==> src/rtl/core/part_pkg.sv <==
// Package for the pid address range table: widths, codes and shared types.
`timescale 1ns / 1ps
`default_nettype none
package part_pkg;

  localparam int unsigned TableEntriesDefault = 16;
  localparam int unsigned PidW  = 32;
  localparam int unsigned AddrW = 64;

  typedef enum logic [1:0] {
    REQ_INSERT       = 2'd0,
    REQ_LOOKUP       = 2'd1,
    REQ_REMOVE_RANGE = 2'd2,
    REQ_REMOVE_PID   = 2'd3
  } req_type_e;

  typedef enum logic [1:0] {
    STATUS_OK      = 2'd0,
    STATUS_INVALID = 2'd1,
    STATUS_FULL    = 2'd2
  } status_e;

  typedef enum logic [1:0] {
    CS_IDLE,
    CS_SCAN,
    CS_WRITE,
    CS_DONE
  } ctrl_state_e;

  typedef struct packed {
    req_type_e         req_type;
    logic [PidW-1:0]   pid;
    logic [AddrW-1:0]  start_addr;
    logic [AddrW-1:0]  end_addr;
    logic [AddrW-1:0]  probe_address;
  } req_t;

  typedef struct packed {
    logic [PidW-1:0]   pid;
    logic [AddrW-1:0]  start_addr;
    logic [AddrW-1:0]  end_addr;
  } entry_t;

  localparam int unsigned EntryW = $bits(entry_t);

  typedef struct packed {
    logic pid_hit;
    logic triple_hit;
    logic range_hit;
  } match_t;

  typedef struct packed {
    status_e status;
    logic    found;
  } rsp_t;

endpackage
`default_nettype wire

==> src/rtl/core/part_if.sv <==
// Request and response channel interfaces of the pid address range table.
`timescale 1ns / 1ps
`default_nettype none
interface part_req_if;
  logic                       valid;
  logic                       ready;
  logic [1:0]                 req_type;
  logic [part_pkg::PidW-1:0]  pid;
  logic [part_pkg::AddrW-1:0] start_addr;
  logic [part_pkg::AddrW-1:0] end_addr;
  logic [part_pkg::AddrW-1:0] probe_address;

  modport source (output valid, req_type, pid, start_addr, end_addr, probe_address,
                  input ready);
  modport sink   (input valid, req_type, pid, start_addr, end_addr, probe_address,
                  output ready);
endinterface

interface part_rsp_if;
  logic       valid;
  logic       ready;
  logic [1:0] status;
  logic       found;

  modport source (output valid, status, found, input ready);
  modport sink   (input valid, status, found, output ready);
endinterface
`default_nettype wire

==> src/rtl/core/part_ram.sv <==
// Generic single-port-write, single-port-read RAM with registered read data.
`timescale 1ns / 1ps
`default_nettype none
module part_ram #(
  parameter int unsigned Width = 8,
  parameter int unsigned Depth = 16,
  localparam int unsigned AddrW = (Depth > 1) ? $clog2(Depth) : 1
) (
  input  wire logic             clk_i,
  input  wire logic             we_i,
  input  wire logic [AddrW-1:0] waddr_i,
  input  wire logic [Width-1:0] wdata_i,
  input  wire logic             re_i,
  input  wire logic [AddrW-1:0] raddr_i,
  output logic      [Width-1:0] rdata_o
);

  logic [Width-1:0] mem_q [Depth];

  always_ff @(posedge clk_i) begin
    if (we_i) begin
      mem_q[waddr_i] <= wdata_i;
    end
    if (re_i) begin
      rdata_o <= mem_q[raddr_i];
    end
  end

endmodule
`default_nettype wire

==> src/rtl/core/part_match.sv <==
// Compares one stored entry against the request held in the controller.
`timescale 1ns / 1ps
`default_nettype none
module part_match (
  input  wire part_pkg::entry_t entry_i,
  input  wire part_pkg::req_t   req_i,
  output part_pkg::match_t      match_o
);

  logic pid_eq;

  assign pid_eq = (entry_i.pid == req_i.pid);

  assign match_o.pid_hit    = pid_eq;
  assign match_o.triple_hit = pid_eq && (entry_i.start_addr == req_i.start_addr)
                                     && (entry_i.end_addr == req_i.end_addr);
  assign match_o.range_hit  = pid_eq && (req_i.probe_address >= entry_i.start_addr)
                                     && (req_i.probe_address <= entry_i.end_addr);

endmodule
`default_nettype wire

==> src/rtl/core/part_ctrl.sv <==
// Scan sequencer: valid bits, table scan, decision and write-back.
`timescale 1ns / 1ps
`default_nettype none
module part_ctrl #(
  parameter int unsigned TABLE_ENTRIES = part_pkg::TableEntriesDefault,
  localparam int unsigned IdxW = (TABLE_ENTRIES > 1) ? $clog2(TABLE_ENTRIES) : 1
) (
  input  wire logic              clk_i,
  input  wire logic              rst_ni,
  input  wire logic              req_valid_i,
  output logic                   req_ready_o,
  input  wire part_pkg::req_t    req_i,
  output part_pkg::req_t         req_o,
  output logic                   ram_re_o,
  output logic [IdxW-1:0]        ram_raddr_o,
  output logic                   ram_we_o,
  output logic [IdxW-1:0]        ram_waddr_o,
  output part_pkg::entry_t       ram_wdata_o,
  input  wire part_pkg::match_t  match_i,
  input  wire logic              rsp_free_i,
  output logic                   done_o,
  output part_pkg::rsp_t         rsp_o
);

  localparam logic [IdxW-1:0] LastIdx = IdxW'(TABLE_ENTRIES - 1);

  part_pkg::ctrl_state_e state_q, state_d;
  part_pkg::req_t        req_q, req_d;
  part_pkg::status_e     status_q, status_d;
  logic                  found_q, found_d;
  logic                  dup_q, dup_d;
  logic                  free_found_q, free_found_d;
  logic [IdxW-1:0]       free_idx_q, free_idx_d;
  logic [IdxW-1:0]       rd_idx_q, rd_idx_d;
  logic                  issue_done_q, issue_done_d;
  logic                  cmp_vld_q, cmp_vld_d;
  logic [IdxW-1:0]       cmp_idx_q, cmp_idx_d;
  logic [TABLE_ENTRIES-1:0] valid_q, valid_d;

  logic bad_range;
  logic skip_scan;
  logic scan_end;
  logic cur_valid;
  logic ram_re;

  assign bad_range = (req_i.start_addr >= req_i.end_addr);
  assign skip_scan = bad_range && ((req_i.req_type == part_pkg::REQ_INSERT) ||
                                   (req_i.req_type == part_pkg::REQ_REMOVE_RANGE));
  assign scan_end  = cmp_vld_q && (cmp_idx_q == LastIdx);
  assign cur_valid = valid_q[cmp_idx_q];
  assign ram_re    = (state_q == part_pkg::CS_SCAN) && !issue_done_q;

  // next state
  always_comb begin
    state_d = state_q;
    case (state_q)
      part_pkg::CS_IDLE: begin
        if (req_valid_i) begin
          state_d = skip_scan ? part_pkg::CS_DONE : part_pkg::CS_SCAN;
        end
      end
      part_pkg::CS_SCAN: begin
        if (scan_end) begin
          state_d = (req_q.req_type == part_pkg::REQ_INSERT) ? part_pkg::CS_WRITE
                                                             : part_pkg::CS_DONE;
        end
      end
      part_pkg::CS_WRITE: state_d = part_pkg::CS_DONE;
      part_pkg::CS_DONE: begin
        if (rsp_free_i) begin
          state_d = part_pkg::CS_IDLE;
        end
      end
      default: state_d = part_pkg::CS_IDLE;
    endcase
  end

  // outputs
  always_comb begin
    req_ready_o  = (state_q == part_pkg::CS_IDLE);
    ram_re_o     = ram_re;
    ram_raddr_o  = rd_idx_q;
    ram_we_o     = (state_q == part_pkg::CS_WRITE) && !dup_q && free_found_q;
    ram_waddr_o  = free_idx_q;
    ram_wdata_o.pid        = req_q.pid;
    ram_wdata_o.start_addr = req_q.start_addr;
    ram_wdata_o.end_addr   = req_q.end_addr;
    done_o       = (state_q == part_pkg::CS_DONE) && rsp_free_i;
    rsp_o.status = status_q;
    rsp_o.found  = found_q;
    req_o        = req_q;
  end

  // datapath
  always_comb begin
    req_d        = req_q;
    status_d     = status_q;
    found_d      = found_q;
    dup_d        = dup_q;
    free_found_d = free_found_q;
    free_idx_d   = free_idx_q;
    rd_idx_d     = rd_idx_q;
    issue_done_d = issue_done_q;
    valid_d      = valid_q;
    cmp_vld_d    = ram_re;
    cmp_idx_d    = rd_idx_q;

    case (state_q)
      part_pkg::CS_IDLE: begin
        if (req_valid_i) begin
          req_d        = req_i;
          status_d     = (skip_scan && (req_i.req_type == part_pkg::REQ_INSERT))
                         ? part_pkg::STATUS_INVALID : part_pkg::STATUS_OK;
          found_d      = 1'b0;
          dup_d        = 1'b0;
          free_found_d = 1'b0;
          free_idx_d   = '0;
          rd_idx_d     = '0;
          issue_done_d = 1'b0;
        end
      end
      part_pkg::CS_SCAN: begin
        if (ram_re) begin
          if (rd_idx_q == LastIdx) begin
            issue_done_d = 1'b1;
          end else begin
            rd_idx_d = rd_idx_q + 1'b1;
          end
        end
        if (cmp_vld_q) begin
          case (req_q.req_type)
            part_pkg::REQ_INSERT: begin
              if (cur_valid && match_i.triple_hit) begin
                dup_d = 1'b1;
              end
              if (!cur_valid && !free_found_q) begin
                free_found_d = 1'b1;
                free_idx_d   = cmp_idx_q;
              end
            end
            part_pkg::REQ_LOOKUP: begin
              if (cur_valid && match_i.range_hit) begin
                found_d = 1'b1;
              end
            end
            part_pkg::REQ_REMOVE_RANGE: begin
              if (cur_valid && match_i.triple_hit && !found_q) begin
                valid_d[cmp_idx_q] = 1'b0;
                found_d            = 1'b1;
              end
            end
            part_pkg::REQ_REMOVE_PID: begin
              if (cur_valid && match_i.pid_hit) begin
                valid_d[cmp_idx_q] = 1'b0;
                found_d            = 1'b1;
              end
            end
            default: ;
          endcase
        end
      end
      part_pkg::CS_WRITE: begin
        if (!dup_q) begin
          if (free_found_q) begin
            valid_d[free_idx_q] = 1'b1;
          end else begin
            status_d = part_pkg::STATUS_FULL;
          end
        end
      end
      default: ;
    endcase
  end

  always_ff @(posedge clk_i or negedge rst_ni) begin
    if (!rst_ni) begin
      state_q   <= part_pkg::CS_IDLE;
      valid_q   <= '0;
      cmp_vld_q <= 1'b0;
    end else begin
      state_q   <= state_d;
      valid_q   <= valid_d;
      cmp_vld_q <= cmp_vld_d;
    end
  end

  always_ff @(posedge clk_i) begin
    req_q        <= req_d;
    status_q     <= status_d;
    found_q      <= found_d;
    dup_q        <= dup_d;
    free_found_q <= free_found_d;
    free_idx_q   <= free_idx_d;
    rd_idx_q     <= rd_idx_d;
    issue_done_q <= issue_done_d;
    cmp_idx_q    <= cmp_idx_d;
  end

endmodule
`default_nettype wire

==> src/rtl/core/pid_address_range_table.sv <==
// From the accepting edge, an insert or remove-range with start >= end goes straight to the
// done state; other requests scan the entry RAM one entry per cycle, and an insert then
// passes a decision and write-back state before the response register is loaded.
// One request at a time: a new one is taken only once the last has left the done state;
// the next is taken while the response register still waits, then the done state stalls.
// Reset clears the valid bits at once; the entry RAM itself is not cleared.
`timescale 1ns / 1ps
`default_nettype none
module pid_address_range_table #(
  parameter int unsigned TABLE_ENTRIES = part_pkg::TableEntriesDefault,
  localparam int unsigned IdxW = (TABLE_ENTRIES > 1) ? $clog2(TABLE_ENTRIES) : 1
) (
  input  wire logic   clk_i,
  input  wire logic   rst_ni,
  part_req_if.sink    req_i,
  part_rsp_if.source  rsp_o
);

  part_pkg::req_t   req_in;
  part_pkg::req_t   req_held;
  part_pkg::entry_t ram_wdata;
  part_pkg::entry_t ram_rdata;
  part_pkg::match_t match;
  part_pkg::rsp_t   rsp_next;
  part_pkg::rsp_t   rsp_q;
  logic             ram_re;
  logic             ram_we;
  logic [IdxW-1:0]  ram_raddr;
  logic [IdxW-1:0]  ram_waddr;
  logic             done;
  logic             rsp_free;
  logic             rsp_valid_q, rsp_valid_d;

  assign req_in.req_type      = part_pkg::req_type_e'(req_i.req_type);
  assign req_in.pid           = req_i.pid;
  assign req_in.start_addr    = req_i.start_addr;
  assign req_in.end_addr      = req_i.end_addr;
  assign req_in.probe_address = req_i.probe_address;

  assign rsp_free = !rsp_valid_q || rsp_o.ready;

  part_ctrl #(
    .TABLE_ENTRIES (TABLE_ENTRIES)
  ) u_ctrl (
    .clk_i       (clk_i),
    .rst_ni      (rst_ni),
    .req_valid_i (req_i.valid),
    .req_ready_o (req_i.ready),
    .req_i       (req_in),
    .req_o       (req_held),
    .ram_re_o    (ram_re),
    .ram_raddr_o (ram_raddr),
    .ram_we_o    (ram_we),
    .ram_waddr_o (ram_waddr),
    .ram_wdata_o (ram_wdata),
    .match_i     (match),
    .rsp_free_i  (rsp_free),
    .done_o      (done),
    .rsp_o       (rsp_next)
  );

  part_ram #(
    .Width (part_pkg::EntryW),
    .Depth (TABLE_ENTRIES)
  ) u_ram (
    .clk_i   (clk_i),
    .we_i    (ram_we),
    .waddr_i (ram_waddr),
    .wdata_i (ram_wdata),
    .re_i    (ram_re),
    .raddr_i (ram_raddr),
    .rdata_o (ram_rdata)
  );

  part_match u_match (
    .entry_i (ram_rdata),
    .req_i   (req_held),
    .match_o (match)
  );

  // response register
  always_comb begin
    rsp_valid_d = rsp_valid_q;
    if (done) begin
      rsp_valid_d = 1'b1;
    end else if (rsp_o.ready) begin
      rsp_valid_d = 1'b0;
    end
  end

  always_ff @(posedge clk_i or negedge rst_ni) begin
    if (!rst_ni) begin
      rsp_valid_q <= 1'b0;
    end else begin
      rsp_valid_q <= rsp_valid_d;
    end
  end

  always_ff @(posedge clk_i) begin
    if (done) begin
      rsp_q <= rsp_next;
    end
  end

  assign rsp_o.valid  = rsp_valid_q;
  assign rsp_o.status = rsp_q.status;
  assign rsp_o.found  = rsp_q.found;

endmodule
`default_nettype wire

==> src/flat_wrapper.sv <==
// flat-port wrapper written by rule: the top's interface ports become plain ports
module pid_address_range_table_flat 
#(
  parameter int unsigned TABLE_ENTRIES = part_pkg::TableEntriesDefault,
  localparam int unsigned IdxW = (TABLE_ENTRIES > 1) ? $clog2(TABLE_ENTRIES) : 1
)
  (clk_i, rst_ni, req_i_valid, req_i_req_type, req_i_pid, req_i_start_addr, req_i_end_addr, req_i_probe_address, req_i_ready, rsp_o_valid, rsp_o_status, rsp_o_found, rsp_o_ready);
  part_req_if req_i_i ();
  part_rsp_if rsp_o_i ();
  input  wire logic clk_i;
  input  wire logic rst_ni;
  input wire logic [$bits(req_i_i.valid)-1:0] req_i_valid;
  input wire logic [$bits(req_i_i.req_type)-1:0] req_i_req_type;
  input wire logic [$bits(req_i_i.pid)-1:0] req_i_pid;
  input wire logic [$bits(req_i_i.start_addr)-1:0] req_i_start_addr;
  input wire logic [$bits(req_i_i.end_addr)-1:0] req_i_end_addr;
  input wire logic [$bits(req_i_i.probe_address)-1:0] req_i_probe_address;
  output wire logic [$bits(req_i_i.ready)-1:0] req_i_ready;
  output wire logic [$bits(rsp_o_i.valid)-1:0] rsp_o_valid;
  output wire logic [$bits(rsp_o_i.status)-1:0] rsp_o_status;
  output wire logic [$bits(rsp_o_i.found)-1:0] rsp_o_found;
  input wire logic [$bits(rsp_o_i.ready)-1:0] rsp_o_ready;
  assign req_i_i.valid = req_i_valid;
  assign req_i_i.req_type = req_i_req_type;
  assign req_i_i.pid = req_i_pid;
  assign req_i_i.start_addr = req_i_start_addr;
  assign req_i_i.end_addr = req_i_end_addr;
  assign req_i_i.probe_address = req_i_probe_address;
  assign req_i_ready = req_i_i.ready;
  assign rsp_o_valid = rsp_o_i.valid;
  assign rsp_o_status = rsp_o_i.status;
  assign rsp_o_found = rsp_o_i.found;
  assign rsp_o_i.ready = rsp_o_ready;
  pid_address_range_table #(.TABLE_ENTRIES(TABLE_ENTRIES)) u_core (.clk_i(clk_i), .rst_ni(rst_ni), .req_i(req_i_i), .rsp_o(rsp_o_i));
endmodule
==> config.mk <==
export PLATFORM = sky130hd
export DESIGN_NAME = pid_address_range_table_flat
export DESIGN_NICKNAME = d
export VERILOG_FILES = /design/src/rtl/core/part_pkg.sv /design/src/rtl/core/part_if.sv /design/src/rtl/core/part_ram.sv /design/src/rtl/core/part_match.sv /design/src/rtl/core/part_ctrl.sv /design/src/rtl/core/pid_address_range_table.sv /design/src/flat_wrapper.sv
export SDC_FILE = /design/constraint.sdc
export NUM_CORES = 2
export LEC_CHECK = 0
export BUFFER_PORTS_ARGS = -buffer_cell sky130_fd_sc_hd__clkbuf_2
export CELL_PAD_IN_SITES_DETAIL_PLACEMENT = 1
export CELL_PAD_IN_SITES_GLOBAL_PLACEMENT = 2
export CORE_ASPECT_RATIO = 0.6
export CORE_UTILIZATION = 55
export CTS_CLUSTER_SIZE = 16
export DETAILED_ROUTE_END_ITERATION = 8
export GPL_TIMING_DRIVEN = 0
export PLACE_DENSITY = 0.92
export SLEW_MARGIN = 20
export SYNTH_ARGS = -nofsm -noshare
export SYNTH_HDL_FRONTEND = slang
export SYNTH_SLANG_ARGS = --single-unit
==> constraint.sdc <==
create_clock -name clk_i -period 19.5 [get_ports clk_i]
set_input_delay 0.975 -clock clk_i [delete_from_list [all_inputs] [get_ports clk_i]]
set_output_delay 0.975 -clock clk_i [all_outputs]
set_load 0.02 [all_outputs]
==> results_dict.tcl <==
set metrics [dict create \
    num_rows 130 \
    rsz0062_at_grt "false" \
    grt_first_pass_wirelength_mm 548 \
    crit_type "reg -> reg" \
    slowest_stage "xnor2_1" \
    crit_path_start_kind "flop" \
    drtIter0Drc 13724 \
    cts.sinks 2987 \
    routed-via-count 66141 \
    die_h_um 358 \
    hp-class "in -> async" \
    final_nets 6175 \
    max_stage_delay_ns 1.07 \
    synth_warnings 0 \
    crit_fanout 17 \
    synth_top_cell_area_share 0.767 \
    grt_max_degree 48 \
    finalSetupTns_ns 0 \
    cts_tree "built" \
    syn_avg_cell_area_um2 23.1 \
    hold_buffers 0 \
    cp_data_arrival_time_ns 6.35 \
    drc 0 \
    synth_nets 5459 \
    synth-seq-cells 2987 \
    max-cap-violations 0 \
    firstDrtPassIters 6 \
    setup_viol 0 \
    drv_slew 0 \
    cts_setup_buffers 0 \
    final_common_cell "edfxtp_1" \
    syn-cell-area_mm2 0.116 \
    end_kind "flop" \
    antenna_found_initial 30 \
    synth_area_leaders "edfxtp_1 (77%), mux4_2 (16%), ha_1 (2.2%)" \
    yosysSeqAreaShare 0.772 \
    hold_violations 0 \
    slew_headroom 0.0575 \
    tightest_slew_ns 1.40 \
    die_w_um 595 \
    ys.flop_type "edfxtp_1" \
    async_flop_share 0.00670 \
    dp_hpwl_mm 251 \
    viasPerCell 7.58 \
    place.gp.congestion 0.849 \
    layoutNonFillerInstCount 8726 \
    port_buffers 234 \
    final_antenna_net_count 0 \
    start_util 0.554 \
    fillers 16327 \
    area_growth_pct 15.8 \
    cts.clk_slew.worst_paths_ns 0.08 \
    cts_made_buffers 273 \
    grt_overflow 0 \
    path_cells "xnor2_1 > nand4_1 > nor4_1 > nand4_1 > or4_4 > nor2_1 > o221ai_1 > a211oi_2" \
    clk_latency_ns 0.90 \
    routed_wl_mm 421 \
    layout_worst_path_cycle_share 0.301 \
    ctsHtreeMaxLevel 5 \
    fmax_ghz 0.170 \
    yosysTopAreaCell "edfxtp_1" \
    fin_skew_ns 0.0888 \
    netlist_instances 5028 \
    worstPathRequired_ns 19.98 \
    dieArea_mm2 0.213 \
    root_buffer "clkbuf_16" \
    fin_ws_ns 13.63 \
    io_pins 235 \
    synth_edf_count 2963 \
    fin_crit_ns 5.87 \
    design.core.area_mm2 0.209 \
    grtUsageTotal 0.382 \
    pre_cts_ws_ns 14.21 \
    ys_types 63 \
    routedWlPerCell_um 48.3 \
    ctsResizeCount 0 \
    grt_pass1_vias 65077 \
    dp_cells 8240 \
    status "finished, final reports clean" \
    p_leak_nw 43.6 \
    cts_buffer_depth 4 \
    cellPowerDensity_mw_per_mm2 146 \
    final_cell_mix "edfxtp_1 (2963), mux4_2 (804), clkbuf_2 (297)" \
    drive_gt1_frac 0.294 \
    cp_common_cell "nand4_1" \
    vdd_drop_max_v 0.0000954 \
]
## where the power goes
| group | internal [mW] | total (mW) | switching (mW) |
|---|---|---|---|
| clock | 2.93 | 5.51 | 2.58 |
| sequential | 7.80 | 8.44 | 0.632 |
| combinational | 2.23 | 5.66 | 3.42 |
## layer usage
metal,global-route usage,wire length (µm),part of all wire
met1,0.489,134000,0.32
met2,0.575,187000,0.44
met3,0.141,70000,0.17
met4,0.209,29900,0.071
met5,0,707,0.0017
## stage by stage
stage | utilization | power (mW) | area (µm²) | hold WS (ns)
after floorplan | - | 11.4 | 116000 | 0.346
after global placement | 0.576 | 13.3 | 121000 | 0.352
after detailed placement | 0.601 | 13.6 | 126000 | 0.369
after CTS | 0.641 | 19.2 | 134000 | 0.0998
after global routing | 0.641 | 19.8 | 134000 | 0.143
final | 0.642 | 19.6 | 134000 | 0.119
## state kept, by name, summed over array words and instances (netlist names)
name and cells:
u_core.rsp_o.found 1, u_core.rsp_o.status 2, u_core.rsp_o.valid 1, u_core.u_ctrl.cmp_idx_q 4, u_core.u_ctrl.cmp_vld_q 1, u_core.u_ctrl.dup_q 1, u_core.u_ctrl.found_q 1, u_core.u_ctrl.free_found_q 1
u_core.u_ctrl.issue_done_q 1, u_core.u_ctrl.ram_raddr_o 4, u_core.u_ctrl.ram_waddr_o 4, u_core.u_ctrl.ram_wdata_o 160, u_core.u_ctrl.req_o 66, u_core.u_ctrl.state_q 2, u_core.u_ctrl.status_q 2, u_core.u_ctrl.valid_q 16
u_core.u_ram.mem_q 2560, u_core.u_ram.rdata_o 160
## cells in the mapped netlist, types with 13 or more instances
| cell type | instances |
|---|---|
| clkbuf_1 | 132 |
| a21oi_1 | 62 |
| xnor2_1 | 145 |
| mux4_2 | 804 |
| a21o_1 | 54 |
| buf_2 | 13 |
| nand2b_1 | 14 |
| ha_1 | 201 |
| buf_1 | 43 |
| nand4_1 | 74 |
| nand2_1 | 43 |
| nor2b_1 | 21 |
| nor4_1 | 19 |
| nor2_1 | 49 |
| o21ai_0 | 29 |
| dfrtp_1 | 20 |
| edfxtp_1 | 2963 |
| nand3_1 | 14 |
| inv_1 | 203 |
## worst max-delay path, delay by kind of cell (launching register included)
family	cells	cell delay, ns
simple gates	5	2.37
xor+xnor	1	1.07
flops	1	0.72
compound gates	2	1.30
## cell type report
cell class | instances | area, µm² | area share
Sequential cell | 2987 | 89600 | 0.667
Multi-Input combinational cell | 1647 | 25100 | 0.187
Clock buffer | 332 | 7180 | 0.0535
Timing Repair Buffer | 441 | 6040 | 0.0450
Tap cell | 2772 | 3470 | 0.0258
Clock inverter | 135 | 1260 | 0.00935
Buffer | 191 | 865 | 0.00644
Inverter | 203 | 762 | 0.00567
Antenna cell | 18 | 45.0 | 0.000335
## logic make-up (layout without fill, tap and decap cells)
| group | after synthesis | after routing | synth area share |
|---|---|---|---|
| mux | 805 | 805 | 0.156 |
| xor+xnor | 150 | 150 | 0.0113 |
| buf+inv | 394 | 1302 | 0.0131 |
| compound gates | 219 | 219 | 0.0126 |
| simple gates | 272 | 272 | 0.0130 |
| flops | 2987 | 2987 | 0.772 |
| other cells | 0 | 18 | 0 |
| fa+ha+maj | 201 | 201 | 0.0217 |
## path summary, 6_finish.rpt
check / from / cells past startpoint / slack [ns] / to
max in group asynchronous: rst_ni / 1 / 18.98 / u_core.u_ctrl.valid_q[0]
min reg2reg: u_core.u_ctrl.ram_raddr_o[2] / 0 / 0.42 / u_core.u_ctrl.cmp_idx_q[2]
min: rst_ni / 1 / 0.12 / u_core.rsp_o.valid
max reg2reg: u_core.u_ctrl.ram_wdata_o[108] / 8 / 13.63 / u_core.u_ctrl.found_q
max: u_core.u_ctrl.ram_wdata_o[108] / 8 / 13.63 / u_core.u_ctrl.found_q
min in group clk_i: req_i_probe_address[6] / 1 / 0.26 / u_core.u_ctrl.req_o[6]
No activity file was read; power rests on OpenSTA's default activity.
